--- config.mk ---
export PLATFORM = sky130hd
export DESIGN_NAME = sfla_ctrl
export DESIGN_NICKNAME = d
export VERILOG_FILES = /design/src/design/sfla_pkg.sv /design/src/design/sfla_ctrl.sv
export SDC_FILE = /design/constraint.sdc
export NUM_CORES = 1
export LEC_CHECK = 0
export BUFFER_PORTS_ARGS = -buffer_cell sky130_fd_sc_hd__buf_2
export CAP_MARGIN = 25
export CORE_AREA = 2 2 44 46
export DETAILED_ROUTE_END_ITERATION = 7
export DIE_AREA = 0 0 46 48
export GPL_ROUTABILITY_DRIVEN = 0
export GPL_TIMING_DRIVEN = 0
export PLACE_DENSITY_LB_ADDON = 0.15
export SYNTH_ARGS = -nofsm -noshare
export SYNTH_HDL_FRONTEND = slang
export SYNTH_SLANG_ARGS = --single-unit
export TNS_END_PERCENT = 50
--- constraint.sdc ---
create_clock -name clk -period 1.7 [get_ports clk]
set_clock_uncertainty 0.05 [all_clocks]
set_input_delay 0.17 -clock clk [delete_from_list [all_inputs] [get_ports clk]]
set_output_delay 0.17 -clock clk [all_outputs]
set_load 0.01 [all_outputs]
--- src/design/sfla_pkg.sv ---
// Shared constants, command/status structs and the bucket index function
// for the segregated free-list allocator. No dependencies.
package sfla_pkg;

    localparam int NUM_BUCKETS_DEF  = 25;
    localparam int MAX_BLOCKS_DEF   = 1024;
    localparam int HEADER_BYTES_DEF = 16;
    localparam int BUCKET_SHIFT_DEF = 10;

    localparam logic [1:0] OP_ALLOC   = 2'd0;
    localparam logic [1:0] OP_RELEASE = 2'd1;
    localparam logic [1:0] OP_RESIZE  = 2'd2;

    localparam logic [1:0] ST_OK  = 2'd0;
    localparam logic [1:0] ST_OOM = 2'd1;
    localparam logic [1:0] ST_INV = 2'd2;

    // Datapath command codes
    localparam logic [3:0] DP_NOP       = 4'd0;
    localparam logic [3:0] DP_LOAD      = 4'd1;
    localparam logic [3:0] DP_RD_H      = 4'd2;
    localparam logic [3:0] DP_WALK_INIT = 4'd3;
    localparam logic [3:0] DP_RD_CUR    = 4'd4;
    localparam logic [3:0] DP_STEP      = 4'd5;
    localparam logic [3:0] DP_UNLINK_A  = 4'd6;
    localparam logic [3:0] DP_UNLINK_B  = 4'd7;
    localparam logic [3:0] DP_CARVE     = 4'd8;
    localparam logic [3:0] DP_REL       = 4'd9;
    localparam logic [3:0] DP_RES_KEEP  = 4'd10;
    localparam logic [3:0] DP_RES_TOP   = 4'd11;
    localparam logic [3:0] DP_RES_OOM   = 4'd12;
    localparam logic [3:0] DP_RES_INV   = 4'd13;
    localparam logic [3:0] DP_PUSH      = 4'd14;

    typedef struct packed {
        logic [3:0] code;
        logic       latch_old;
    } sfla_cmd_t;

    typedef struct packed {
        logic [1:0] op;
        logic       h_zero;
        logic       h_valid;
        logic       size_zero;
        logic       hit;
        logic       walk_go;
        logic       full;
        logic       over;
        logic       out_busy;
    } sfla_sts_t;

    // Bit length of (size >> shift), clamped to the last bucket
    function automatic logic [5:0] bucket_of(input logic [31:0] size, input int shift,
                                             input int nb);
        logic [31:0] v;
        logic [5:0]  n;
        v = size >> shift;
        n = 6'd0;
        for (int i = 0; i < 32; i++)
        begin
            if (v[i])
                n = 6'(i + 1);
        end
        if (n > 6'(nb - 1))
            n = 6'(nb - 1);
        return n;
    endfunction

endpackage

--- src/design/sfla_ctrl.sv ---
// Controller: sequences decode, list walk, carve and release steps.
// Depends on sfla_pkg.
module sfla_ctrl import sfla_pkg::*; (
    input  logic      clk,
    input  logic      rst_n,
    input  logic      in_valid,
    input  sfla_sts_t sts,
    output logic      in_ready,
    output sfla_cmd_t cmd
);

    localparam logic [3:0] S_IDLE   = 4'd0;
    localparam logic [3:0] S_DECODE = 4'd1;
    localparam logic [3:0] S_RELCHK = 4'd2;
    localparam logic [3:0] S_RSCHK  = 4'd3;
    localparam logic [3:0] S_WTEST  = 4'd4;
    localparam logic [3:0] S_WCMP   = 4'd5;
    localparam logic [3:0] S_UNLB   = 4'd6;
    localparam logic [3:0] S_REL    = 4'd7;
    localparam logic [3:0] S_OUT    = 4'd8;

    logic [3:0] state_reg, state_next;
    logic       resize_reg, resize_next;

    assign in_ready = (state_reg == S_IDLE) && !sts.out_busy;

    always_comb
    begin
        state_next    = state_reg;
        resize_next   = resize_reg;
        cmd.code      = DP_NOP;
        cmd.latch_old = 1'b0;
        case (state_reg)
            S_IDLE:
            begin
                if (in_valid && in_ready)
                begin
                    cmd.code   = DP_LOAD;
                    state_next = S_DECODE;
                end
            end
            S_DECODE:
            begin
                resize_next = 1'b0;
                if (sts.op == OP_ALLOC || (sts.op == OP_RESIZE && sts.h_zero))
                begin
                    if (sts.size_zero)
                    begin
                        cmd.code   = DP_RES_TOP;
                        state_next = S_OUT;
                    end
                    else
                    begin
                        cmd.code   = DP_WALK_INIT;
                        state_next = S_WTEST;
                    end
                end
                else if (sts.op == OP_RELEASE || sts.op == OP_RESIZE)
                begin
                    if (sts.h_zero)
                        state_next = S_OUT;
                    else if (!sts.h_valid)
                    begin
                        cmd.code   = DP_RES_INV;
                        state_next = S_OUT;
                    end
                    else
                    begin
                        cmd.code   = DP_RD_H;
                        state_next = (sts.op == OP_RELEASE) ? S_RELCHK : S_RSCHK;
                    end
                end
                else
                    state_next = S_OUT;
            end
            S_RELCHK:
            begin
                cmd.latch_old = 1'b1;
                state_next    = S_REL;
            end
            S_RSCHK:
            begin
                cmd.latch_old = 1'b1;
                if (sts.size_zero)
                    state_next = S_REL;
                else if (sts.hit)
                begin
                    cmd.code   = DP_RES_KEEP;
                    state_next = S_OUT;
                end
                else
                begin
                    cmd.code    = DP_WALK_INIT;
                    resize_next = 1'b1;
                    state_next  = S_WTEST;
                end
            end
            S_WTEST:
            begin
                if (sts.walk_go)
                begin
                    cmd.code   = DP_RD_CUR;
                    state_next = S_WCMP;
                end
                else if (sts.full || sts.over)
                begin
                    cmd.code   = DP_RES_OOM;
                    state_next = S_OUT;
                end
                else
                begin
                    cmd.code   = DP_CARVE;
                    state_next = resize_reg ? S_REL : S_OUT;
                end
            end
            S_WCMP:
            begin
                if (sts.hit)
                begin
                    cmd.code   = DP_UNLINK_A;
                    state_next = S_UNLB;
                end
                else
                begin
                    cmd.code   = DP_STEP;
                    state_next = S_WTEST;
                end
            end
            S_UNLB:
            begin
                cmd.code   = DP_UNLINK_B;
                state_next = resize_reg ? S_REL : S_OUT;
            end
            S_REL:
            begin
                cmd.code   = DP_REL;
                state_next = S_OUT;
            end
            S_OUT:
            begin
                cmd.code   = DP_PUSH;
                state_next = S_IDLE;
            end
            default: state_next = S_IDLE;
        endcase
    end

    always_ff @(posedge clk or negedge rst_n)
    begin
        if (!rst_n)
        begin
            state_reg  <= S_IDLE;
            resize_reg <= 1'b0;
        end
        else
        begin
            state_reg  <= state_next;
            resize_reg <= resize_next;
        end
    end

endmodule

==> metrics.yaml <==
status: "finished with violations"
violations: "negative setup slack"
syn_inst: 79
synth.distinct_cells: 42
vias: 748
timing.rr.end: "state_reg[2]"
ys_warn_count: 0
async_reset_ff_frac: 1.000
hold_viol: 0
first_iter_violations: 11
synth-edff-count: 0
ctsRootBufferMaster: "clkbuf_4"
grt_start_max_net_pins: 11
path_cells: "or4b_4 -> a31o_1 -> o211ai_2 -> buf_2"
clkSinkCount: 5
startpoint: "state_reg[0]"
htree_levels: 1
cts.path.max_buffers: 2
total_power_mw: 1.383
worst_ir_drop_vdd_mv: 0.6643
start_kind: "register"
synthTopCellsByArea: "dfrtp_1 19%, ha_1 5.7%, o211ai_1 4.6%"
maxCapViolCount: 0
nNetsFinal: 126
period_share: 1.077
postRouteAntennaNets: 0
synth-seq-cells: 5
critical_path.max_stage_delay_ns: 0.52
routed_wl_um: 1912
io_pins: 19
synthFlopType: "dfrtp_1"
crit_path_end: "cmd[4]"
ff2ff_setup_slack_ns: 0.15
grtUsageTotal: 0.2025
grt_pass1_vias: 742
crit_arrival_ns: 1.61
synth.avg_cell_area_um2: 8.299
tns_ns: -0.2772
fillers: 156
drive_gt1_frac: 0.4771
antenna_found_initial: 0
drc: 0
synth_largest_area_cell: "dfrtp_1"
synth_top_area_share: 0.1908
die_area_um2: 2208
synth.cell_area_um2: 655.6
critPathKind: "reg2out"
place_ws_ns: -0.03039
syn-num-nets: 95
leakage_nw: 0.4200
grt_pass1_wl_um: 3105
die_y_um: 48
die_x_um: 46
utilization: 0.5593
rr_startpoint: "state_reg[1]"
cp_max_fo: 4
tightestPinTransition_ns: 0.4371
core_area_um2: 1689
power_density_nw_per_um2: 1464
finalSetupViolCount: 4
setup_ws_ns: -0.1302
worst_setup_path_end_kind: "output pin"
min_path_type: "in2async"
n_antenna_cell: 0
ff2ff_path_depth: 5
most-common-layout-cells: "18 x buf_2, 9 x buf_4, 5 x inv_1"
fin_crit_ns: 1.830
start_util: 0.3881
fmax_mhz: 546.4
grt_overflow_total: 0
slew_headroom: 0.7046
avgRoutedWirePerCell_um: 15.17
area_growth_syn_to_layout_pct: 44.08
rsz0062_at_grt: "true"
vias_per_cell: 5.937
hold_ws_ns: 0.1902
cts_tree: "built"
rows: 15
required_ns: 1.48
dp_hpwl_um: 1345
clk_latency_ns: 0.26
slew_viol_final: 0
yosysSeqAreaShare: 0.1908
largest_reg_flops: 4
cts_buffers: 3
portBuffers: 18
critPathSlowestCell: "or4b_4"
final_common_cell: "buf_2"
first_pass_iters: 4
clkTransAtPathRegs_ns: 0.05
-- cell usage after synthesis (all sizes together) (2+ instances only) --
cell,number
a21oi,3
a22oi,3
a311oi,2
and3b,2
buf,4
dfrtp,5
ha,3
inv,7
nand2,3
nand2b,3
nand3b,2
nor2,2
nor2b,4
nor3,5
nor3b,3
o211ai,5
o21ai,3
o221ai,2
or4b,2
-- cell families after synthesis --
logic type / share of synthesized area
flops: 0.1908
compound gates: 0.2824
fa+ha+maj: 0.05726
simple gates: 0.3626
buf+inv: 0.08970
mux: 0.01717
-- layout make-up --
class / count / area [µm²] / share of cell area
buffer: 4 / 31.28 / 0.03311
clock buffer: 4 / 26.28 / 0.02781
inverter: 7 / 26.28 / 0.02781
multi-input combinational: 62 / 538.0 / 0.5695
sequential: 5 / 128.9 / 0.1364
tap: 17 / 21.27 / 0.02252
timing repair buffer: 27 / 172.7 / 0.1828
-- metal layers --
metal | part of all wire | vias to the layer above | global-route usage
li1 | - | 366 | -
met3 | 0.049 | 5 | 0.01132
met5 | 0 | - | 0
met1 | 0.44 | 351 | 0.2590
met2 | 0.48 | 26 | 0.3194
met4 | 0.027 | 0 | 0.1543
-- power by group --
part           total (mW)  leakage (nW)  internal, mW  switching (mW)
Combinational       0.991         0.343         0.510           0.481
Sequential          0.240        0.0616         0.170          0.0705
Clock               0.152        0.0150        0.0897          0.0624
Total                1.38         0.420         0.770           0.614
-- how the worst min path moves through the flow --
stage,startpoint,to,slack (ns),cells after the start
after CTS,rst_n,state_reg[3],0.20,2
after global placement,rst_n,state_reg[1],-0.07,1
final,rst_n,state_reg[3],0.19,2
after detailed placement,rst_n,state_reg[1],-0.06,1
after global routing,rst_n,state_reg[3],0.21,2
after floorplan,rst_n,resize_reg,-0.18,0
-- critical path: cells and delay by family, from the launching register on --
| kind | cells | cell delay, ns |
|---|---|---|
| compound gates | 2 | 0.27 |
| buf+inv | 1 | 0.14 |
| flops | 1 | 0.42 |
| simple gates | 1 | 0.52 |
-- stage by stage --
step                      instances  instance area [µm²]
after floorplan                  79                655.6
after global placement          114                767.0
after detailed placement        114                767.0
after CTS                       124                884.6
after global routing            126                944.7
final                           126                944.7
-- repair_timing --
item | in CTS | in global routing
endpoints found under the hold margin | 5 | 0
endpoints found under the setup margin | 4 | 6
pin swaps | 4 | 4
hold buffers | 1 | 0
buffers inserted | 5 | 3
resized for setup | 7 | 14
(Power assumes the default switching activity.)
